==> src/rtl/pgmap_pkg.sv <==
`timescale 1ns / 1ps
// Shared types, constants and helpers for the four-level page table mapper.
// No dependencies; every other file imports this package.
package pgmap_pkg;

    // Table pool geometry
    localparam int TABLE_COUNT = 16;
    localparam int IDX_W       = 9;
    localparam int ENTRIES     = 1 << IDX_W;
    localparam int TBL_W       = $clog2(TABLE_COUNT);
    localparam int NFREE_W     = $clog2(TABLE_COUNT + 1);
    localparam int MEM_AW      = TBL_W + IDX_W;
    localparam int MEM_DEPTH   = TABLE_COUNT * ENTRIES;

    // Address and entry formats
    localparam int ADDR_W      = 48;
    localparam int FRAME_W     = 36;
    localparam int PAGE_SHIFT  = 12;
    localparam int ENTRY_W     = 64;
    localparam int FLAGS_W     = 8;

    // Configuration port
    localparam int CFG_AW      = 3;
    localparam int PDATA_W     = 64;
    localparam logic [CFG_AW-1:0] REG_POOL_BASE = 3'd0;

    // Walk levels
    localparam logic [1:0] LVL_TOP      = 2'd0;
    localparam logic [1:0] LVL_UPPER    = 2'd1;
    localparam logic [1:0] LVL_LAST_DIR = 2'd2;
    localparam logic [1:0] LVL_LEAF     = 2'd3;

    // Item modes
    localparam logic MODE_MAP   = 1'b0;
    localparam logic MODE_XLATE = 1'b1;

    localparam int PRESENT_BIT = 0;

    typedef enum logic [1:0] {
        ST_OK       = 2'd0,
        ST_MISALIGN = 2'd1,
        ST_EXHAUST  = 2'd2
    } t_status;

    typedef enum logic {
        OP_ADD = 1'b0,
        OP_SUB = 1'b1
    } t_alu_op;

    typedef struct packed {
        logic               we;
        logic [MEM_AW-1:0]  addr;
        logic [ENTRY_W-1:0] wdata;
    } t_mem_req;

    function automatic logic [IDX_W-1:0] level_index(input logic [ADDR_W-1:0] va,
                                                     input logic [1:0] lvl);
        logic [IDX_W-1:0] idx;
        case (lvl)
            LVL_TOP:      idx = va[47:39];
            LVL_UPPER:    idx = va[38:30];
            LVL_LAST_DIR: idx = va[29:21];
            default:      idx = va[20:12];
        endcase
        return idx;
    endfunction

endpackage

==> src/rtl/pgmap_cfg.sv <==
`timescale 1ns / 1ps
// APB-style register slave holding the table pool base frame.
// Depends on pgmap_pkg.
module pgmap_cfg import pgmap_pkg::*; (
    input  logic               i_clk,
    input  logic               i_rst_n,
    input  logic               psel,
    input  logic               penable,
    input  logic               pwrite,
    input  logic [CFG_AW-1:0]  paddr,
    input  logic [PDATA_W-1:0] pwdata,
    output logic [PDATA_W-1:0] prdata,
    output logic               pready,
    output logic [FRAME_W-1:0] o_pool_base
);

    logic [FRAME_W-1:0] r_pool_base;
    logic [FRAME_W-1:0] n_pool_base;

    always_comb begin
        n_pool_base = r_pool_base;
        if (psel && penable && pwrite && (paddr == REG_POOL_BASE)) begin
            n_pool_base = pwdata[FRAME_W-1:0];
        end
    end

    always_ff @(posedge i_clk) begin
        if (!i_rst_n) begin
            r_pool_base <= '0;
        end else begin
            r_pool_base <= n_pool_base;
        end
    end

    always_comb begin
        if (paddr == REG_POOL_BASE) begin
            prdata = PDATA_W'(r_pool_base);
        end else begin
            prdata = '0;
        end
    end

    assign pready      = 1'b1;
    assign o_pool_base = r_pool_base;

endmodule

==> config.mk <==
export PLATFORM = sky130hd
export DESIGN_NAME = pgmap_cfg
export DESIGN_NICKNAME = d
export VERILOG_FILES = /design/src/rtl/pgmap_pkg.sv /design/src/rtl/pgmap_cfg.sv
export SDC_FILE = /design/constraint.sdc
export NUM_CORES = 1
export LEC_CHECK = 0
export BUFFER_PORTS_ARGS = -buffer_cell sky130_fd_sc_hd__buf_2
export CAP_MARGIN = 20
export CORE_MARGIN = 5
export CORE_UTILIZATION = 38
export DETAILED_ROUTE_END_ITERATION = 7
export GPL_TIMING_DRIVEN = 1
export PLACE_DENSITY = 0.89
export SETUP_SLACK_MARGIN = 0.2
export SLEW_MARGIN = 25
export SYNTH_ARGS = -nofsm -noshare
export SYNTH_HDL_FRONTEND = slang
export SYNTH_SLANG_ARGS = --single-unit
==> constraint.sdc <==
create_clock -name i_clk -period 2 [get_ports i_clk]
set_clock_uncertainty 0.1 [all_clocks]
set_input_delay 0.4 -clock i_clk [delete_from_list [all_inputs] [get_ports i_clk]]
set_output_delay 0.4 -clock i_clk [all_outputs]
set_load 0.01 [all_outputs]
# After elaboration in Yosys (flattened, before gate mapping)
# Index checks and enable logic that the tools add are counted.
[classes]
add_sub_neg = 0
mul = 0
n_div = 0
n_lt_le_gt_ge = 0
eq_ne = 0
shift = 0
mux = 1
bitwise_logic = 0
reduce_logical = 4
[op_table]
columns = ["cell", "n"]
rows = [
  ["2-to-1 mux 36 bit", 1],
  ["logical AND 1 bit", 3],
  ["logical NOT 3 bit", 1],
]
[word_totals]
regBits = 36
latchBits = 0
ram_bits = 0
mem_bits_ro = 0
in_bits = 72
output_inout_bits = 101
word_cells = 6
mem_count = 0

# Longest topological paths before layout
[depth]
depth_word = 3
depth_mapped = 5
mapped_depth_nobuf = 3

# Least setup slack after synthesis
# No wires, ideal clock.
[synth_path]
path_kind = "input port to output port"
from = "input port paddr[1]"
to = "output port prdata[10]"
t_arrival_ns = 1.073
path_slack_ns = 0.427
stages = 3
cell_sequence = "nor3_4 clkbuf_1 and2_1"
[synth_via]
elab_chain_cells = 2
[synth_lines]
columns = ["element", "line_no", "rtl"]
rows = [
  ["start: declaration", "pgmap_cfg.sv:10", "input logic [CFG_AW-1:0] paddr,"],
  ["logical NOT 3 bit", "pgmap_cfg.sv:36", "if (paddr == REG_POOL_BASE) begin"],
  ["2-to-1 mux 36 bit", "pgmap_cfg.sv:36", ""],
  ["end: declaration", "pgmap_cfg.sv:12", "output logic [PDATA_W-1:0] prdata,"],
]
# No other way between the ends.

# Worst setup path in the final report
[layout_path]
from = "input port paddr[1]"
to = "output port prdata[35]"
# The elaborated chain is that of the path after synthesis.

==> out/results.ini <==
[clock_network]
path_clk_slew_ns = 0.06
htree_levels = 2
cts_buffers = 5
post_cts_resized = 0
cts-root-buf = clkbuf_8
numClockSinks = 36
cts_tree = done
clockBufferDepth = 2
cts_setup_buffers = 0
ctsHoldBuffers = 0
clk_latency_ns = 0.27

[synth]
synth_edf_count = 0
netlist_top_cells_area = dfxtp_1 37%, mux2i_1 18%, nand2_1 14%, buf_4 11%, and2_1 9.6%
ys.flop_type = dfxtp_1
yosysMostFrequentCell = nand2_1
yosysTopAreaCell = dfxtp_1
syn-cell-area_um2 = 1960
ys_seq_area_share_pct = 36.8
yosys.cell_types.count = 11
yosysWarnings = 0
syn_area_per_cell_um2 = 8.59
synthCells = 228
synth_top_area_share_pct = 36.8
synth-seq-cells = 36
synthArstFlopShare_pct = 0
synth_commonest_cells = 72 x nand2_1, 36 x dfxtp_1, 36 x mux2i_1

[sta]
hold_violations = 0
clock.fmax_mhz = 581
fin_setup_tns_ns = 0
slew_violations = 0
rsz0062_at_grt = yes
timing.final.ws_setup_ns = 0.279
setup_viol = 0
timing.final.crit_share_pct = 86.0
period_needed_ns = 1.72

[power_and_ir_drop]
cellPowerDensity_nw_per_um2 = 523
netSwitchingFraction_pct = 23.7
switching_power_mw = 0.311
peakVddDrop_uv = 317
p_leak_nw = 1.32
p_comb_share_pct = 10.6
clockPowerShare_pct = 34.1
p_seq_share_pct = 55.3
p_int_mw = 1.00

[floorplanning]
dieArea_um2 = 6690
die_w_um = 81.8
die_h_um = 81.8
initial_utilization_pct = 38.8
design.core.area_um2 = 5040
ioPinCount = 173
rows = 26

[setup_path]
reg2reg_slack_ns = 1.28
cp-end-kind = primary output
required_ns = 1.50
crit_type = input pin to primary output
r2r_end = o_pool_base[15]
endpoint = prdata[35]
cp_max_fo = 16
r2r-start = o_pool_base[15]
arrival_ns = 1.22
crit_path_start = paddr[1]
critPathLaunchType = input pin
worstRegToRegCells = 2

[flow_run]
drv_cap = 0

[placed_design]
pre_cts_slack_ns = 0.261
dp_hpwl_um = 3540
port-buffer-count = 115
gp_congestion = 0.701

[grt]
met3_usage_pct = 4.50
top_usage_layer = met2
antenna_found_initial = 0
track_usage_pct = 13.3
grt_pass1_wl_um = 6960
grt_max_degree = 73
use_met1_pct = 13.4
met2_usage_pct = 25.3
grt-ovfl-total = 0
grt_pass1_vias = 1645

[final_layout]
drive_gt1_share_pct = 39.4
largest_reg_flops = 36
diodes = 0
nFillCells = 474
nets = 409
syn_to_final_growth_pct = 28.2

[route]
dr.pass1.iters = 4
ant_nets = 0
drc = 0
wl_um = 4540
via_per_inst = 4.26
wire_per_inst_um = 11.2
drtIter0Drc = 68
num_vias = 1724

[min_path]
min_path_type = input pin to flop

[status]
status = completed

[cell type report]
cell class | instances | area [um2] | share of cell area [%]
multi-input combinational | 175 | 1000 | 39.8
timing repair buffer | 119 | 634 | 25.3
clock buffer | 5 | 68.8 | 2.74
tap | 70 | 87.6 | 3.49
sequential | 36 | 721 | 28.7
[logic make-up (layout without fill, tap and decap cells)]
group	Yosys count	after routing	share of synthesized area (%)
buffers and inverters	44	124	17.3
muxes	36	36	18.4
DFF	36	36	36.8
and+or+nand+nor	110	110	27.1
other	2	29	0.384
[power groups by stage]
stage,clock network [mW],logic [mW],registers (mW)
CTS,0.473,0.139,0.725
global route,0.495,0.157,0.726
floorplan,0,0.120,0.744
finish,0.448,0.140,0.726
detailed placement,0,0.139,0.742
global placement,0,0.136,0.741
[per-stage QoR]
stage	util, %	hold WS [ns]	power, mW	instances	cell area [um2]
finish	49.8	0.264	1.31	405	2510
global route	49.8	0.255	1.38	405	2510
global placement	48.4	0.350	0.877	400	2440
CTS	49.7	0.252	1.34	405	2510
floorplan	-	0.387	0.864	255	2060
detailed placement	48.4	0.362	0.880	400	2440
[placed cells by master, fill, tap and decap left out]
| cell | synthesis | layout |
|---|---|---|
| and2_1 | 30 | 30 |
| and2_2 | 6 | 6 |
| and4_4 | 1 | 1 |
| buf_12 | 4 | 2 |
| buf_2 | 0 | 115 |
| buf_4 | 29 | 1 |
| buf_6 | 0 | 1 |
| clkbuf_8 | 0 | 5 |
| conb_1 | 2 | 29 |
| dfxtp_1 | 36 | 36 |
| mux2i_1 | 36 | 36 |
| nand2_1 | 72 | 72 |
| nor3_4 | 1 | 1 |
[critical path: stages]
cell    delay, ns
buf_2        0.11
nor3_4       0.22
buf_4        0.22
and2_2       0.15
buf_2        0.12
[routing by layer]
metal	wire length (um)	vias up	part of all wire (%)
li1	-	866	-
met3	445	5	9.8
met2	2400	78	53
met1	1630	775	36
met4	55	0	1.2
met5	0	-	0
[how the worst min path moves through the flow]
stage / end / cells past startpoint / startpoint / slack, ns
final: o_pool_base[33] / 3 / pwdata[33] / 0.26
after global routing: o_pool_base[32] / 3 / pwdata[32] / 0.26
after CTS: o_pool_base[7] / 3 / pwdata[7] / 0.25
after detailed placement: o_pool_base[28] / 2 / o_pool_base[28] / 0.36
after global placement: o_pool_base[20] / 2 / o_pool_base[20] / 0.35
after floorplan: o_pool_base[0] / 2 / o_pool_base[0] / 0.39
No activity file was read; power rests on OpenSTA's default activity.
