## src/rtl/pgmap_pkg.sv

```systemverilog
`timescale 1ns / 1ps
// Shared types, constants and helpers for the four-level page table mapper.
// No dependencies; every other file imports this package.
package pgmap_pkg;

    // Table pool geometry
    localparam int TABLE_COUNT = 16;
    localparam int IDX_W       = 9;
    localparam int ENTRIES     = 1 << IDX_W;
    localparam int TBL_W       = $clog2(TABLE_COUNT);
    localparam int NFREE_W     = $clog2(TABLE_COUNT + 1);
    localparam int MEM_AW      = TBL_W + IDX_W;
    localparam int MEM_DEPTH   = TABLE_COUNT * ENTRIES;

    // Address and entry formats
    localparam int ADDR_W      = 48;
    localparam int FRAME_W     = 36;
    localparam int PAGE_SHIFT  = 12;
    localparam int ENTRY_W     = 64;
    localparam int FLAGS_W     = 8;

    // Configuration port
    localparam int CFG_AW      = 3;
    localparam int PDATA_W     = 64;
    localparam logic [CFG_AW-1:0] REG_POOL_BASE = 3'd0;

    // Walk levels
    localparam logic [1:0] LVL_TOP      = 2'd0;
    localparam logic [1:0] LVL_UPPER    = 2'd1;
    localparam logic [1:0] LVL_LAST_DIR = 2'd2;
    localparam logic [1:0] LVL_LEAF     = 2'd3;

    // Item modes
    localparam logic MODE_MAP   = 1'b0;
    localparam logic MODE_XLATE = 1'b1;

    localparam int PRESENT_BIT = 0;

    typedef enum logic [1:0] {
        ST_OK       = 2'd0,
        ST_MISALIGN = 2'd1,
        ST_EXHAUST  = 2'd2
    } t_status;

    typedef enum logic {
        OP_ADD = 1'b0,
        OP_SUB = 1'b1
    } t_alu_op;

    typedef struct packed {
        logic               we;
        logic [MEM_AW-1:0]  addr;
        logic [ENTRY_W-1:0] wdata;
    } t_mem_req;

    function automatic logic [IDX_W-1:0] level_index(input logic [ADDR_W-1:0] va,
                                                     input logic [1:0] lvl);
        logic [IDX_W-1:0] idx;
        case (lvl)
            LVL_TOP:      idx = va[47:39];
            LVL_UPPER:    idx = va[38:30];
            LVL_LAST_DIR: idx = va[29:21];
            default:      idx = va[20:12];
        endcase
        return idx;
    endfunction

endpackage

```

## src/rtl/pgmap_req_if.sv

```systemverilog
`timescale 1ns / 1ps
// Request channel: valid/ready handshake with one map or translate item.
// Depends on pgmap_pkg for field widths.
interface pgmap_req_if import pgmap_pkg::*; ();
    logic               valid;
    logic               ready;
    logic               mode;
    logic [ADDR_W-1:0]  virt_addr;
    logic [ADDR_W-1:0]  phys_addr_in;
    logic [FLAGS_W-1:0] entry_flags;

    modport source (output valid, mode, virt_addr, phys_addr_in, entry_flags, input ready);
    modport sink   (input valid, mode, virt_addr, phys_addr_in, entry_flags, output ready);
endinterface

```

## src/rtl/pgmap_rsp_if.sv

```systemverilog
`timescale 1ns / 1ps
// Response channel: valid/ready handshake with one result per item.
// Depends on pgmap_pkg for field widths and the status type.
interface pgmap_rsp_if import pgmap_pkg::*; ();
    logic              valid;
    logic              ready;
    logic [ADDR_W-1:0] phys_addr_out;
    t_status           status;

    modport source (output valid, phys_addr_out, status, input ready);
    modport sink   (input valid, phys_addr_out, status, output ready);
endinterface

```

## src/rtl/pgmap_alu.sv

```systemverilog
`timescale 1ns / 1ps
// Shared frame-number adder/subtractor used by the walk sequencer.
// Depends on pgmap_pkg.
module pgmap_alu import pgmap_pkg::*; (
    input  t_alu_op            i_op,
    input  logic [FRAME_W-1:0] i_a,
    input  logic [FRAME_W-1:0] i_b,
    output logic [FRAME_W-1:0] o_y
);

    // Sum wraps modulo 2^36 as frame numbers do
    always_comb begin
        case (i_op)
            OP_SUB:  o_y = i_a - i_b;
            default: o_y = i_a + i_b;
        endcase
    end

endmodule

```

## src/rtl/pgmap_walker.sv

```systemverilog
`timescale 1ns / 1ps
// Walk sequencer: clear pass, four-level walk, table allocation, leaf access
// and the result register. Depends on pgmap_pkg, pgmap_alu, both channel interfaces.
module pgmap_walker import pgmap_pkg::*; (
    input  logic               i_clk,
    input  logic               i_rst_n,
    pgmap_req_if.sink          i_req,
    pgmap_rsp_if.source        o_rsp,
    input  logic [FRAME_W-1:0] i_pool_base,
    output t_mem_req           o_mem,
    input  logic [ENTRY_W-1:0] i_rdata
);

    typedef enum logic [7:0] {
        S_CLEAR = 8'b0000_0001,
        S_IDLE  = 8'b0000_0010,
        S_READ  = 8'b0000_0100,
        S_CHECK = 8'b0000_1000,
        S_ALLOC = 8'b0001_0000,
        S_LEAF  = 8'b0010_0000,
        S_DONE  = 8'b0100_0000
    } t_state;

    t_state              r_state, n_state;
    logic [MEM_AW-1:0]   r_clr_cnt, n_clr_cnt;
    logic                r_mode, n_mode;
    logic [ADDR_W-1:0]   r_va, n_va;
    logic [ADDR_W-1:0]   r_pa, n_pa;
    logic [FLAGS_W-1:0]  r_flags, n_flags;
    logic [1:0]          r_level, n_level;
    logic [TBL_W-1:0]    r_tbl, n_tbl;
    logic [NFREE_W-1:0]  r_next_free, n_next_free;
    logic [ADDR_W-1:0]   r_res_phys, n_res_phys;
    t_status             r_res_status, n_res_status;
    logic                r_ov, n_ov;
    logic [ADDR_W-1:0]   r_o_phys, n_o_phys;
    t_status             r_o_status, n_o_status;

    t_alu_op             alu_op;
    logic [FRAME_W-1:0]  alu_a;
    logic [FRAME_W-1:0]  alu_b;
    logic [FRAME_W-1:0]  alu_y;
    logic [1:0]          need;
    logic                pool_short;
    logic                misaligned;
    logic                load_out;

    // Shared adder: frame - base on a present entry, base + fresh table on allocation
    always_comb begin
        if (r_state == S_CHECK) begin
            alu_op = OP_SUB;
            alu_a  = i_rdata[ADDR_W-1:PAGE_SHIFT];
            alu_b  = i_pool_base;
        end else begin
            alu_op = OP_ADD;
            alu_a  = i_pool_base;
            alu_b  = FRAME_W'(r_next_free);
        end
    end

    pgmap_alu u_alu (
        .i_op (alu_op),
        .i_a  (alu_a),
        .i_b  (alu_b),
        .o_y  (alu_y)
    );

    assign need       = LVL_LEAF - r_level;
    assign pool_short = ((NFREE_W + 1)'(r_next_free) + (NFREE_W + 1)'(need))
                        > (NFREE_W + 1)'(TABLE_COUNT);
    assign misaligned = (i_req.mode == MODE_MAP) &&
                        ((i_req.virt_addr[PAGE_SHIFT-1:0] != '0) ||
                         (i_req.phys_addr_in[PAGE_SHIFT-1:0] != '0));
    assign load_out   = (r_state == S_DONE) && (!r_ov || o_rsp.ready);

    // Store port
    always_comb begin
        o_mem.we    = 1'b0;
        o_mem.addr  = {r_tbl, level_index(r_va, r_level)};
        o_mem.wdata = '0;
        case (r_state)
            S_CLEAR: begin
                o_mem.we   = 1'b1;
                o_mem.addr = r_clr_cnt;
            end
            S_ALLOC: begin
                o_mem.we    = 1'b1;
                o_mem.wdata = {{(ENTRY_W - ADDR_W){1'b0}}, alu_y,
                               {(PAGE_SHIFT - 1){1'b0}}, 1'b1};
            end
            S_LEAF: begin
                o_mem.we    = (r_mode == MODE_MAP);
                o_mem.wdata = ENTRY_W'(r_pa | ADDR_W'(r_flags));
            end
            default: begin
                o_mem.we = 1'b0;
            end
        endcase
    end

    always_comb begin
        n_state      = r_state;
        n_clr_cnt    = r_clr_cnt;
        n_mode       = r_mode;
        n_va         = r_va;
        n_pa         = r_pa;
        n_flags      = r_flags;
        n_level      = r_level;
        n_tbl        = r_tbl;
        n_next_free  = r_next_free;
        n_res_phys   = r_res_phys;
        n_res_status = r_res_status;
        case (r_state)
            S_CLEAR: begin
                n_clr_cnt = r_clr_cnt + 1'b1;
                if (r_clr_cnt == MEM_AW'(MEM_DEPTH - 1)) begin
                    n_state = S_IDLE;
                end
            end
            S_IDLE: begin
                if (i_req.valid) begin
                    n_mode     = i_req.mode;
                    n_va       = i_req.virt_addr;
                    n_pa       = i_req.phys_addr_in;
                    n_flags    = i_req.entry_flags;
                    n_level    = LVL_TOP;
                    n_tbl      = '0;
                    n_res_phys = '0;
                    if (misaligned) begin
                        n_res_status = ST_MISALIGN;
                        n_state      = S_DONE;
                    end else begin
                        n_state = S_READ;
                    end
                end
            end
            S_READ: begin
                n_state = S_CHECK;
            end
            S_CHECK: begin
                if (r_level == LVL_LEAF) begin
                    n_res_phys   = {i_rdata[ADDR_W-1:PAGE_SHIFT], {PAGE_SHIFT{1'b0}}};
                    n_res_status = ST_OK;
                    n_state      = S_DONE;
                end else if (i_rdata[PRESENT_BIT]) begin
                    if (alu_y >= FRAME_W'(r_next_free)) begin
                        n_res_status = ST_EXHAUST;
                        n_state      = S_DONE;
                    end else begin
                        n_tbl   = alu_y[TBL_W-1:0];
                        n_level = r_level + 1'b1;
                        n_state = (r_level == LVL_LAST_DIR) ? S_LEAF : S_READ;
                    end
                end else if (pool_short) begin
                    n_res_status = ST_EXHAUST;
                    n_state      = S_DONE;
                end else begin
                    n_state = S_ALLOC;
                end
            end
            S_ALLOC: begin
                n_next_free = r_next_free + 1'b1;
                n_tbl       = r_next_free[TBL_W-1:0];
                n_level     = r_level + 1'b1;
                if (r_level == LVL_LAST_DIR) begin
                    n_state = S_LEAF;
                end
            end
            S_LEAF: begin
                if (r_mode == MODE_MAP) begin
                    n_res_status = ST_OK;
                    n_state      = S_DONE;
                end else begin
                    n_state = S_CHECK;
                end
            end
            S_DONE: begin
                if (load_out) begin
                    n_state = S_IDLE;
                end
            end
            default: begin
                n_state = S_IDLE;
            end
        endcase
    end

    // Output register
    always_comb begin
        n_ov       = r_ov;
        n_o_phys   = r_o_phys;
        n_o_status = r_o_status;
        if (load_out) begin
            n_ov       = 1'b1;
            n_o_phys   = r_res_phys;
            n_o_status = r_res_status;
        end else if (o_rsp.ready) begin
            n_ov = 1'b0;
        end
    end

    always_ff @(posedge i_clk) begin
        if (!i_rst_n) begin
            r_state     <= S_CLEAR;
            r_clr_cnt   <= '0;
            r_next_free <= NFREE_W'(1);
            r_ov        <= 1'b0;
        end else begin
            r_state     <= n_state;
            r_clr_cnt   <= n_clr_cnt;
            r_next_free <= n_next_free;
            r_ov        <= n_ov;
        end
    end

    always_ff @(posedge i_clk) begin
        r_mode       <= n_mode;
        r_va         <= n_va;
        r_pa         <= n_pa;
        r_flags      <= n_flags;
        r_level      <= n_level;
        r_tbl        <= n_tbl;
        r_res_phys   <= n_res_phys;
        r_res_status <= n_res_status;
        r_o_phys     <= n_o_phys;
        r_o_status   <= n_o_status;
    end

    assign i_req.ready         = (r_state == S_IDLE);
    assign o_rsp.valid         = r_ov;
    assign o_rsp.phys_addr_out = r_o_phys;
    assign o_rsp.status        = r_o_status;

`ifndef SYNTH
    a_pool_bound: assert property (@(posedge i_clk) disable iff (!i_rst_n)
        r_next_free <= NFREE_W'(TABLE_COUNT))
        else $error("allocator ran past the pool");

    a_alloc_bump: assert property (@(posedge i_clk) disable iff (!i_rst_n)
        (r_state == S_ALLOC) |=> (r_next_free == $past(r_next_free) + 1'b1))
        else $error("allocation did not advance the allocator");

    a_err_zero: assert property (@(posedge i_clk) disable iff (!i_rst_n)
        (o_rsp.valid && o_rsp.status != ST_OK) |-> (o_rsp.phys_addr_out == '0))
        else $error("failed item returned an address");

    a_load_src: assert property (@(posedge i_clk) disable iff (!i_rst_n)
        $rose(r_ov) |-> $past(r_state == S_DONE))
        else $error("result raised outside the done state");
`endif

endmodule

```

## src/flat_wrapper.sv

```systemverilog
// flat-port wrapper written by rule: the top's interface ports become plain ports
module pgmap_walker_flat import pgmap_pkg::*;
  (i_clk, i_rst_n, i_pool_base, o_mem, i_rdata, i_req_valid, i_req_mode, i_req_virt_addr, i_req_phys_addr_in, i_req_entry_flags, i_req_ready, o_rsp_valid, o_rsp_phys_addr_out, o_rsp_status, o_rsp_ready);
  pgmap_req_if i_req_i ();
  pgmap_rsp_if o_rsp_i ();
  input  logic i_clk;
  input  logic i_rst_n;
  input  logic [FRAME_W-1:0] i_pool_base;
  output t_mem_req o_mem;
  input  logic [ENTRY_W-1:0] i_rdata;
  input wire logic [$bits(i_req_i.valid)-1:0] i_req_valid;
  input wire logic [$bits(i_req_i.mode)-1:0] i_req_mode;
  input wire logic [$bits(i_req_i.virt_addr)-1:0] i_req_virt_addr;
  input wire logic [$bits(i_req_i.phys_addr_in)-1:0] i_req_phys_addr_in;
  input wire logic [$bits(i_req_i.entry_flags)-1:0] i_req_entry_flags;
  output wire logic [$bits(i_req_i.ready)-1:0] i_req_ready;
  output wire logic [$bits(o_rsp_i.valid)-1:0] o_rsp_valid;
  output wire logic [$bits(o_rsp_i.phys_addr_out)-1:0] o_rsp_phys_addr_out;
  output wire logic [$bits(o_rsp_i.status)-1:0] o_rsp_status;
  input wire logic [$bits(o_rsp_i.ready)-1:0] o_rsp_ready;
  assign i_req_i.valid = i_req_valid;
  assign i_req_i.mode = i_req_mode;
  assign i_req_i.virt_addr = i_req_virt_addr;
  assign i_req_i.phys_addr_in = i_req_phys_addr_in;
  assign i_req_i.entry_flags = i_req_entry_flags;
  assign i_req_ready = i_req_i.ready;
  assign o_rsp_valid = o_rsp_i.valid;
  assign o_rsp_phys_addr_out = o_rsp_i.phys_addr_out;
  assign o_rsp_status = o_rsp_i.status;
  assign o_rsp_i.ready = o_rsp_ready;
  pgmap_walker u_core (.i_clk(i_clk), .i_rst_n(i_rst_n), .i_req(i_req_i), .o_rsp(o_rsp_i), .i_pool_base(i_pool_base), .o_mem(o_mem), .i_rdata(i_rdata));
endmodule
```

## config.mk

```make
export PLATFORM = sky130hd
export DESIGN_NAME = pgmap_walker_flat
export DESIGN_NICKNAME = d
export VERILOG_FILES = /design/src/rtl/pgmap_pkg.sv /design/src/rtl/pgmap_req_if.sv /design/src/rtl/pgmap_rsp_if.sv /design/src/rtl/pgmap_alu.sv /design/src/rtl/pgmap_walker.sv /design/src/flat_wrapper.sv
export SDC_FILE = /design/constraint.sdc
export NUM_CORES = 1
export LEC_CHECK = 0
export ABC_AREA = 1
export BUFFER_PORTS_ARGS = -buffer_cell sky130_fd_sc_hd__buf_2
export CAP_MARGIN = 20
export CORE_MARGIN = 8
export CORE_UTILIZATION = 36
export DETAILED_ROUTE_END_ITERATION = 10
export PLACE_DENSITY = 0.65
export SYNTH_ARGS = -nofsm -noshare
export SYNTH_HDL_FRONTEND = slang
export SYNTH_SLANG_ARGS = --single-unit
export TNS_END_PERCENT = 30
```

## constraint.sdc

```tcl
create_clock -name i_clk -period 10 [get_ports i_clk]
set_clock_uncertainty 0.1 [all_clocks]
set_input_delay 0.5 -clock i_clk [delete_from_list [all_inputs] [get_ports i_clk]]
set_output_delay 0.5 -clock i_clk [all_outputs]
set_load 0.01 [all_outputs]
```

# Yosys cells after proc, flatten, opt, wreduce, memory -nomap -nowiden
# Cells that the tools add are included.
# op_classes
multipliers	0
div	0
bitwise	3
n_eq_ne	23
n_mux	43
reduce_logical	18
add_sub_neg	7
n_shift	0
n_lt_le_gt_ge	2
# ops
operator	n
$pmux W64 S2	1
$mux W36	3
$mux W48	2
$pmux W48 S2	1
$mux W8	7
$pmux W8 S7	1
$or A48 B8 Y48	1
$add A36 B36 Y36	1
$ge A36 B5 Y1	1
$sub A36 B36 Y36	1
$pmux W9 S3	1
$reduce_bool A12 Y1	2
$mux W2	11
$mux W7	3
$mux W4	4
$add A13 B1 Y13 const B	1
$eq A13 B13 Y1 const B	1
$mux W13	1
$ne A2 B2 Y1 const B	6
$pmux W2 S3	2
$pmux W4 S3	1
$eq A8 B1 Y1 const B	1
$eq A8 B2 Y1 const B	1
$eq A8 B3 Y1 const B	1
30 further kinds	41
# word_totals
latch_bits	0
ramBits	0
rom_bits	0
regBits	238
n_memories	0

# Longest topological paths before layout
# Gate-level depths: netlist of the first run.
# logic_depth
word_depth	9
mapped_depth	34

# Modules after synthesis
# Synthesis of the first run repeated with hierarchy kept, for this count alone.
# unflattened
hier_cells	1636
area_unflattened_um2	12833.6
# by_module_without_submodules
module	cells_each	n_inst	seq_area_each_um2	area_each_um2
pgmap_walker	899	1	5775.5	9210.1
pgmap_alu	737	1	0.0	3623.5

# Least setup slack after synthesis of the first run
# No wires, ideal clock.
# synth_path
path_type	reg2reg
from	register u_core.r_state[4]
to	register u_core.r_res_phys[12] (enable)
arrival_time_ps	7119
setup_slack_ps	2339
synth_period_minus_slack_ps	7661
n_path_buf	0
path_stages_with_launch	10
required_ps	9459
path_cell_list	dfxtp_1 -> inv_2 -> nand2_2 -> nor2_8 -> inv_2 -> nor4_4 -> inv_1 -> nor2_1 -> inv_1 -> a21oi_1
# synth_between
elab_chain_cells	3
# synth_lines
element	line_no	text
start: declaration	pgmap_walker.sv:24	t_state r_state, n_state;
start signal: assignment	pgmap_walker.sv:209	r_state <= n_state;
$eq A8 B2 Y1 (*)	--	
named net i_req_ready	flat_wrapper.sv:16	output wire logic [$bits(i_req_i.ready)-1:0] i_req_ready;
$ne A2 B2 Y1 (no source line) or $reduce_bool A2 Y1 (tied branches)	--	
$reduce_and A3 Y1 (no source line) (*)	--	
end signal: assignment	pgmap_walker.sv:223	r_res_phys <= n_res_phys;
end: declaration	pgmap_walker.sv:33	logic [ADDR_W-1:0] r_res_phys, n_res_phys;
# Mark *: on every way through the listed nets, which the timed path passes. The rest lies on a longest branch.
# A chain may end at the register's enable or synchronous reset.

# Final worst setup path of the first run
# layout_path
from	register u_core.r_state[1]
to	register u_core.r_level[0] (enable)
# layout_between
elab_chain_cells	7
# layout_lines
element	line_no	text
$eq A8 B4 Y1	pgmap_walker.sv:50, pgmap_walker.sv:113	
$mux W36	pgmap_walker.sv:50	if (r_state == S_CHECK) begin
$add A36 B36 Y36 or $sub A36 B36 Y36 (tied branches)	pgmap_alu.sv:15, pgmap_alu.sv:14	
$mux W36	pgmap_alu.sv:13	case (i_op)
$ge A36 B5 Y1	pgmap_walker.sv:146	if (alu_y >= FRAME_W'(r_next_free)) begin
$ne A2 B2 Y1 (no source line)	--	
$reduce_and A5 Y1 (no source line) (*)	--	
end signal: assignment	pgmap_walker.sv:221	r_level <= n_level;
end: declaration	pgmap_walker.sv:30	logic [1:0] r_level, n_level;
# Mark *: on every way between the ends. The rest lies on a longest branch, timed or not.

==> results.cfg, run 1 <==
[finish]
final_cell_area_um2 = 14400
drive_gt1_share_pct = 23.3
fin_nets = 1934
num-fill-cells = 3230
finish.utilization_pct = 44.3
area_growth_pct = 21.4

[placed_design]
numPortBuffers = 283
placed_cell_area_um2 = 13600
gp_congestion = 0.911
dp_hpwl_mm = 28.4

[timing]
rsz0062_at_grt = no
tightest_slew_ns = 1.04
hold_viol_final = 0
period_minus_slack_ns = 5.88
tns_ns = 0
maxSlewHeadroom_pct = 30.8
period_share_pct = 58.8
max_freq_mhz = 170
setup_viol = 0
slew_violations = 0
whs_ns = 0.0311

[floorplanning]
core_um2 = 32500
die_h_um = 198
die_w_um = 198
fp-row-count = 66
initial_utilization_pct = 36.5
ios = 339
die_area_um2 = 39000

[critical_path]
worstPathRequired_ns = 10.06
crit_top_cell = nand2_1
rr_worst_depth = 27
end_kind = register
path_class = register to register
critPathSlowestCell = a21oi_1
r2r_start = u_core.r_state[1]
start_kind = register
max_stage_delay_ns = 0.53
critPathArrivalTime_ns = 5.94
reg2reg_to = u_core.r_level[0]
worstPathMaxFanout = 154
r2r_setup_slack_ns = 4.12

[global_routing]
grt_max_degree = 155
antenna_found_initial = 9
grtUsageTotal_pct = 17.4
grt_pass1_vias = 9865
grt_pass1_wl_mm = 53.7
overflow = 0

[outcome]
status = complete, no violations

[pwr]
ir_drop_mv = 0.140
switching_share_pct = 34.7
p_leak_nw = 6.67
pwr-share-seq_pct = 38.4
clkPwrFrac_pct = 31.0
powerDensity_nw_per_um2 = 184
power_switching_mw = 0.920
p_comb_share_pct = 30.6
p_int_mw = 1.73

[cts]
clock-root-buffer = clkbuf_16
cts_buffer_depth = 3
clk_pin_slew_ns = 0.07
cts_sinks = 201
cts-htree-levels = 1
clkLatencyLatePin_ns = 0.53
ctsResizeCount = 0
cts_inserted_buffers = 23
cts_tree = built
cts_hold_buf = 0
post-cts-setup-buffer-count = 0

[yosys]
ys_warn_count = 0
syn_area_um2 = 11900
synthFlopType = edfxtp_1
yosysSeqAreaShare_pct = 48.7
synth-edff-count = 175
syn_area_per_cell_um2 = 8.47
ys_ff_latch = 201
synth_cell_types = 54
ys_async_sr_fraction_pct = 0
netlist_instances = 1401

[drt]
first_iter_violations = 652
viasPerCell = 4.80
vias = 10300
post-route-drc-count = 0
routed_wl_mm = 35.1
wl_per_cell_um = 16.5
ant_nets = 0
first_pass_iters = 7

[min_path]
hold_depth = 1
hp-start = i_req_phys_addr_in[33]
hold_path_class = input pin to register
hold_end = u_core.r_pa[33]

[job]
maxCapViolations = 0
-- per-layer routing --
metal | vias to the layer above | track usage [%] | routed length [um]
li1 | 5188 | - | -
met1 | 4649 | 23.7 | 16100
met2 | 347 | 27.0 | 15000
met3 | 62 | 4.79 | 3080
met4 | 12 | 4.54 | 842
met5 | - | 0 | 66
-- cells in the mapped netlist (3+ instances only) --
master    number  share of area, %
nand3_2        5              0.42
buf_2          3              0.13
nand2_2       20               1.1
nor2_2         8              0.42
inv_1        177               5.6
nand2_1      323                10
o21bai_1       7              0.44
dfxtp_1       26               4.4
nand3_1       59               2.5
a31oi_1        3              0.16
inv_2         11              0.35
clkbuf_1      33               1.0
clkinv_1       4              0.13
nand4_1       14              0.74
nor2_1       144               4.6
nor3_1        11              0.46
ha_1          49               5.2
xnor2_1        5              0.37
o21a_1         3              0.19
o22ai_1        5              0.26
buf_4         29               1.8
edfxtp_1     175                44
xor2_1         7              0.52
a21oi_2        6              0.44
o211ai_1      11              0.70
nor4_1        12              0.63
nor2_4         3              0.28
nand3b_1      13              0.82
a21oi_1       62               2.6
a22o_1        12              0.89
o21ai_0      129               5.4
nand2_4        4              0.38
-- per-stage QoR --
stage | instances | power, mW | worst slack (ns)
after floorplan | 1428 | 1.58 | 2.34
after global placement | 2089 | 1.84 | 4.21
after detailed placement | 2089 | 1.85 | 4.12
after global routing | 2135 | 2.81 | 3.43
final | 2136 | 2.65 | 4.12
after CTS | 2130 | 2.68 | 4.09
-- registers in the layout (all words and copies together) (netlist names), 2 cells and up --
| name | count |
|---|---|
| u_core.r_res_status | 2 |
| u_core.r_flags | 8 |
| u_core.r_pa | 48 |
| u_core.r_tbl | 4 |
| u_core.r_clr_cnt | 13 |
| u_core.o_rsp.phys_addr_out | 36 |
| u_core.r_res_phys | 36 |
| u_core.r_next_free | 5 |
| u_core.r_level | 2 |
| u_core.r_state | 7 |
| u_core.o_rsp.status | 2 |
| u_core.r_va | 36 |
-- critical path: cells and delay by family (launching register included) --
kind / cells / cell delay (ns)
buffers and inverters: 4 / 0.26
AOI/OAI and AO/OA: 2 / 0.79
DFF: 1 / 0.42
adders and majority gates: 2 / 0.53
and+or+nand+nor: 18 / 2.92
xor gates and xnor gates: 1 / 0.45
-- final cells by class --
type | count | area, um2 | area share [%]
Antenna cell | 4 | 10.0 | 0.0694
Clock buffer | 28 | 594 | 4.12
Timing Repair Buffer | 287 | 1480 | 10.3
Multi-Input combinational cell | 969 | 5140 | 35.7
Clock inverter | 13 | 143 | 0.989
Inverter | 192 | 721 | 5.00
Tap cell | 442 | 553 | 3.84
Sequential cell | 201 | 5780 | 40.1
-- power by group through the flow --
stage	Sequential (mW)	Clock, mW	Combinational [mW]
after global routing	1.02	0.875	0.915
after CTS	1.02	0.845	0.814
after floorplan	1.04	0	0.540
after detailed placement	1.04	0	0.811
final	1.02	0.823	0.813
after global placement	1.03	0	0.801
-- cell families after synthesis --
| family | count (synthesis) | share of synthesized area, % |
|---|---|---|
| xor+xnor | 12 | 0.885 |
| compound gates | 248 | 11.8 |
| flops | 201 | 48.7 |
| buf+inv | 258 | 9.11 |
| fa+ha+maj | 51 | 5.50 |
| other cells | 1 | 0.0316 |
| simple gates | 630 | 24.0 |
-- how the worst max path moves through the flow --
stage / start / depth (start not counted) / slack [ns] / end
2_1_floorplan: u_core.r_state[4] / 9 / 2.34 / u_core.r_res_phys[12]
3_3_place_gp: u_core.r_state[1] / 27 / 4.21 / u_core.r_tbl[0]
3_5_place_dp: u_core.r_state[1] / 27 / 4.12 / u_core.r_tbl[0]
4_1_cts: u_core.r_state[1] / 27 / 4.09 / u_core.r_level[0]
5_1_grt: u_core.r_state[1] / 25 / 3.43 / u_core.r_level[0]
6_report: u_core.r_state[1] / 27 / 4.12 / u_core.r_level[0]
-- placed cells by master (no fill, tap or decap), types with 6 or more instances in the layout --
master	count
o211ai_1	11
o21bai_1	7
nor2_2	8
conb_1	28
buf_2	283
a22o_1	12
xor2_1	7
a21oi_2	6
nor4_1	12
clkbuf_16	23
nor2_1	142
o21ai_0	129
inv_2	11
a21oi_1	61
nand3_1	59
nand2_1	323
dfxtp_1	26
nand2_2	20
nand3b_1	13
edfxtp_1	175
nand4_1	14
inv_1	177
nor3_1	11
ha_1	49
No activity file was read; power rests on OpenSTA's default activity.
==> inputs of run 2 (changes only) <==
--- a/config.mk
+++ b/config.mk
@@ -11,7 +11,7 @@
 export CORE_MARGIN = 8
 export CORE_UTILIZATION = 36
 export DETAILED_ROUTE_END_ITERATION = 10
-export PLACE_DENSITY = 0.65
+export PLACE_DENSITY = 0.67
 export SYNTH_ARGS = -nofsm -noshare
 export SYNTH_HDL_FRONTEND = slang
 export SYNTH_SLANG_ARGS = --single-unit
==> constraint.sdc (replaced) <==
create_clock -name i_clk -period 5.29 [get_ports i_clk]
set_clock_uncertainty 0.1 [all_clocks]
set_input_delay 0.2645 -clock i_clk [delete_from_list [all_inputs] [get_ports i_clk]]
set_output_delay 0.2645 -clock i_clk [all_outputs]
set_load 0.01 [all_outputs]
==> run 2 against run 1 <==
  * First-iteration DRC count grew 12%
  * Largest cell class unchanged
  * Count of clock-buffer cells in the layout is 2 lower
  * Clock power rose by 83%
==> results.cfg, run 2 (same netlist as run 1, synthesis figures left out) <==
[outcome]
status = complete, no violations

[finish]
drive_gt1_share_pct = 21.5
fin_nets = 2064
final_cell_area_um2 = 15700
largest-register = u_core.r_pa
final_common_cell = nand2_1
num-fill-cells = 3098
largest_register_ffs = 48
multi_input_area_um2 = 5140
layout_common_cells = nand2_1, buf_2, inv_1, edfxtp_1, nor2_1
final_cells = 2266
area_growth_pct = 32.2
seq_area_um2 = 5780

[critical_path]
crit_top_cell = nand2_1
max_stage_delay_ns = 0.43
path_class = register to output port
crit_chain = inv_2, nand2_4, nor2_8, nand2_8, nand2_1, nand2_2, ha_1, inv_1, nor3_1, nand3_1, buf_4, o21ai_0, ha_1, nand2_1, nand2_1, a21oi_2, nor2_1, nor2_1, nand2_2, nand3_1, nand2_1, xor2_1, a22o_1, buf_2
r2r_setup_slack_ns = 0.56
worstPathMaxFanout = 25
critPathSlowestCell = xor2_1
worstPathRequired_ns = 4.93
critPathArrivalTime_ns = 4.49
start_kind = register
r2r_start = u_core.r_state[1]
end_kind = output port
rr_worst_depth = 27
worstSetupStartpoint = u_core.r_state[1]
reg2reg_to = u_core.r_level[1]

[placed_design]
numPortBuffers = 283
placed_cell_area_um2 = 13700
dp_hpwl_mm = 28.5
gp_congestion = 0.897
post-place-ws_ns = 0.556
dp_cells = 2093

[cts]
cts_tree = built
ctsResizeCount = 0
cts_sinks = 201
cts_inserted_buffers = 22
cts-htree-levels = 1
clkLatencyLatePin_ns = 0.52
cts_hold_buf = 127
clk_pin_slew_ns = 0.06
cts_buffer_depth = 3
clock-root-buffer = clkbuf_16
post-cts-setup-buffer-count = 0

[timing]
period_share_pct = 91.8
rsz0062_at_grt = no
slew_violations = 0
hold_viol_final = 0
tns_ns = 0
tightest_slew_ns = 1.03
period_minus_slack_ns = 4.85
setup_viol = 0
setup_slack_ns = 0.435
max_freq_mhz = 206
maxSlewHeadroom_pct = 31.2

[drt]
vias = 10800
routed_wl_mm = 37.6
ant_nets = 0
wl_per_cell_um = 16.6
viasPerCell = 4.77
first_iter_violations = 729
first_pass_iters = 5
post-route-drc-count = 0

[min_path]
hold_end = u_core.r_res_phys[12]
hp-start = i_rdata[12]
hold_depth = 3
hold_path_class = input pin to register

[global_routing]
top_usage_layer = met2
grt_pass1_vias = 10500
grtUsageMet1_pct = 25.2
grt_use_met2_pct = 29.8
use_met3_pct = 4.43
overflow = 0
grt_max_degree = 131
grt_pass1_wl_mm = 57.5
grtUsageTotal_pct = 18.7
antenna_found_initial = 2

[pwr]
ir_drop_mv = 0.273
p_leak_nw = 7.21
powerDensity_nw_per_um2 = 322
p_total_mw = 5.06

[floorplanning]
core_um2 = 32500
die_area_um2 = 39000
die_w_um = 198
initial_utilization_pct = 36.5
fp-row-count = 66
die_h_um = 198
ios = 339

[job]
maxCapViolations = 0
run 2: worst max path at each step:
stage                       endpoint  slack (ns)  depth (start not counted)
6_report                   o_mem[33]        0.44                         24
5_1_grt                    o_mem[45]        0.03                         24
4_1_cts                    o_mem[45]        0.44                         26
3_5_place_dp       u_core.r_level[1]        0.56                         27
3_3_place_gp       u_core.r_level[1]        0.62                         27
2_1_floorplan  u_core.r_res_phys[12]        0.31                          9
run 2: where the power goes:
group | switching (mW) | internal [mW] | leakage, nW | total (mW)
logic | 1.06 | 0.566 | 5.07 | 1.62
clock network | 0.638 | 0.871 | 0.343 | 1.51
registers | 0.0546 | 1.87 | 1.80 | 1.93
total | 1.75 | 3.31 | 7.21 | 5.06
run 2: per-stage QoR:
stage / util, % / hold WS [ns]
after floorplan: - / 0.263
after global placement: 42.0 / 0.301
after detailed placement: 42.0 / 0.305
after CTS: 48.1 / 0.000152
after global routing: 48.2 / 0.0275
final: 48.2 / 0.0102
run 2: layout make-up:
type	instances	area share (%)
Timing Repair Buffer	418	17.8
Tap cell	442	3.52
Clock buffer	26	3.60
Antenna cell	4	0.0638
Clock inverter	14	0.877
Inverter	192	4.59
Multi-Input combinational cell	969	32.8
Sequential cell	201	36.8
run 2: worst max-delay path: cells and delay by family (launching register included):
kind,cells,cell delay (ns)
flip-flops,1,0.41
AO/OA/AOI/OAI,3,0.51
XOR/XNOR,1,0.43
AND/OR/NAND/NOR,14,1.64
buffers and inverters,4,0.49
adder cells (fa/ha/maj),2,0.49
run 2: layer usage:
| metal | wire length [um] | vias up |
|---|---|---|
| met4 | 721 | 0 |
| met2 | 16700 | 390 |
| met3 | 3420 | 40 |
| met1 | 16800 | 4929 |
| li1 | - | 5450 |
| met5 | 0 | - |
==> inputs of run 3 (changes only) <==
--- a/config.mk
+++ b/config.mk
@@ -8,6 +8,7 @@
 export ABC_AREA = 1
 export BUFFER_PORTS_ARGS = -buffer_cell sky130_fd_sc_hd__buf_2
 export CAP_MARGIN = 20
+export CORE_ASPECT_RATIO = 0.75
 export CORE_MARGIN = 8
 export CORE_UTILIZATION = 36
 export DETAILED_ROUTE_END_ITERATION = 10
==> run 3 against run 2 <==
  * Flip-flop and latch count unchanged
  * Sequential power about the same
  * Register-to-register slack worse by 0.10 ns
  * Count of clock-buffer cells in the layout unchanged
  * Utilization up 0.35 points
  * Critical endpoint is now o_mem[47]
  * Largest cell class unchanged
==> results.cfg, run 3 (same netlist as run 1, synthesis figures left out) <==
[outcome]
status = complete, no violations

[drt]
wl_per_cell_um = 17.7
vias = 11000
ant_nets = 0
routed_wl_mm = 40.2
first_pass_iters = 9
post-route-drc-count = 0
viasPerCell = 4.85
first_iter_violations = 896

[floorplanning]
ios = 339
die_w_um = 226
die_area_um2 = 39100
die_h_um = 173
core_um2 = 32400
fp-row-count = 57
initial_utilization_pct = 36.6

[critical_path]
reg2reg_to = u_core.r_tbl[3]
critPathArrivalTime_ns = 4.58
r2r_setup_slack_ns = 0.46
path_class = register to output port
end_kind = output port
max_stage_delay_ns = 0.43
crit_top_cell = nand2_1
r2r_start = u_core.r_state[1]
critPathSlowestCell = dfxtp_1
crit_chain = inv_2, nand2_4, nor2_8, nand2_8, nand2_1, nand2_2, ha_1, inv_1, nor3_2, nand3_1, buf_4, o21ai_0, ha_1, a21oi_2, o21ai_1, a21oi_1, nand2_1, nand2_1, nand2_1, nor2_2, nand3_2, nand2_2, a22o_1, buf_2
worstPathRequired_ns = 4.93
start_kind = register
rr_worst_depth = 27
worstPathMaxFanout = 35

[placed_design]
post-place-ws_ns = 0.429
placed_cell_area_um2 = 13700
numPortBuffers = 283
gp_congestion = 0.918
dp_hpwl_mm = 30.3

[timing]
max_freq_mhz = 202
period_minus_slack_ns = 4.94
setup_slack_ns = 0.350
whs_ns = 0.0206
period_share_pct = 93.4
setup_viol = 0
hold_viol_final = 0
rsz0062_at_grt = no
slew_violations = 0
tns_ns = 0
tightest_slew_ns = 0.659
maxSlewHeadroom_pct = 55.8

[finish]
layout_common_cells = nand2_1, buf_2, inv_1, edfxtp_1, nor2_1
drive_gt1_share_pct = 22.4
final_cell_area_um2 = 15800
fin_nets = 2067
area_growth_pct = 32.8
largest-register = u_core.r_pa
largest_register_ffs = 48
final_common_cell = nand2_1

[pwr]
switching_share_pct = 35.3
p_leak_nw = 7.24
powerDensity_nw_per_um2 = 330
clkPwrFrac_pct = 30.2
p_int_mw = 3.37
p_comb_share_pct = 32.7
pwr-share-seq_pct = 37.1
ir_drop_mv = 0.213
power_switching_mw = 1.84

[job]
maxCapViolations = 0

[cts]
clkLatencyLatePin_ns = 0.53
cts_tree = built
cts-htree-levels = 1
cts_inserted_buffers = 22
cts_sinks = 201
clock-root-buffer = clkbuf_16
clk_pin_slew_ns = 0.06
cts_buffer_depth = 3

[min_path]
hold_path_class = input pin to register
hold_end = u_core.r_res_phys[13]
hp-start = i_rdata[13]
hold_depth = 3

[global_routing]
grt_max_degree = 83
grtUsageTotal_pct = 19.7
overflow = 0
grt_pass1_vias = 10500
antenna_found_initial = 3
grt_pass1_wl_mm = 60.5
-- run 3: per-layer routing --
metal / GRT usage (%) / up-vias / part of all wire (%)
met5: 0 / - / 0.032
met4: 5.30 / 2 / 2.5
met3: 3.91 / 70 / 7.7
met2: 28.5 / 433 / 42
met1: 29.4 / 5060 / 48
li1: - / 5441 / -
-- run 3: area by class of cell --
cell class	instances	area [um2]
Clock buffer	26	566
Antenna cell	2	5.00
Clock inverter	14	164
Tap cell	442	553
Fill cell	3033	16700
Multi-Input combinational cell	969	5180
Timing Repair Buffer	421	2810
Inverter	192	721
Sequential cell	201	5780
-- run 3: how the worst max path moves through the flow --
stage | from | endpoint | cells after the start
after detailed placement | u_core.r_state[1] | u_core.r_tbl[1] | 27
after CTS | u_core.r_state[1] | o_mem[47] | 24
after floorplan | u_core.r_state[4] | u_core.r_res_phys[12] | 9
final | u_core.r_state[1] | o_mem[47] | 24
after global placement | u_core.r_state[1] | u_core.r_tbl[0] | 27
after global routing | u_core.r_state[1] | o_mem[47] | 26
-- run 3: metrics by stage --
stage	power, mW	util, %	cells
floorplan	2.97	-	1428
global placement	3.52	42.1	2096
detailed placement	3.55	42.2	2097
CTS	5.21	48.4	2264
global route	5.48	48.6	2267
finish	5.20	48.6	2267
-- run 3: what timing repair did --
item	4_1_cts	5_1_grt
hold buffers	127	0
endpoints found under the setup margin	0	11
hold endpoints to repair	128	0
buffers inserted	0	0
gates resized for setup	0	13
-- run 3: power by group through the flow --
stage	Combinational, mW	Sequential [mW]	Clock (mW)
3_3_place_gp	1.56	1.96	0
4_1_cts	1.67	1.93	1.61
6_report	1.70	1.93	1.57
2_1_floorplan	1.02	1.95	0
3_5_place_dp	1.58	1.96	0
5_1_grt	1.87	1.94	1.67
-- run 3: critical path: cells and delay by family, from the launching register on --
kind | cells | cell delay [ns]
simple gates | 13 | 1.59
compound gates | 5 | 0.98
flops | 1 | 0.43
fa+ha+maj | 2 | 0.49
buf+inv | 4 | 0.51
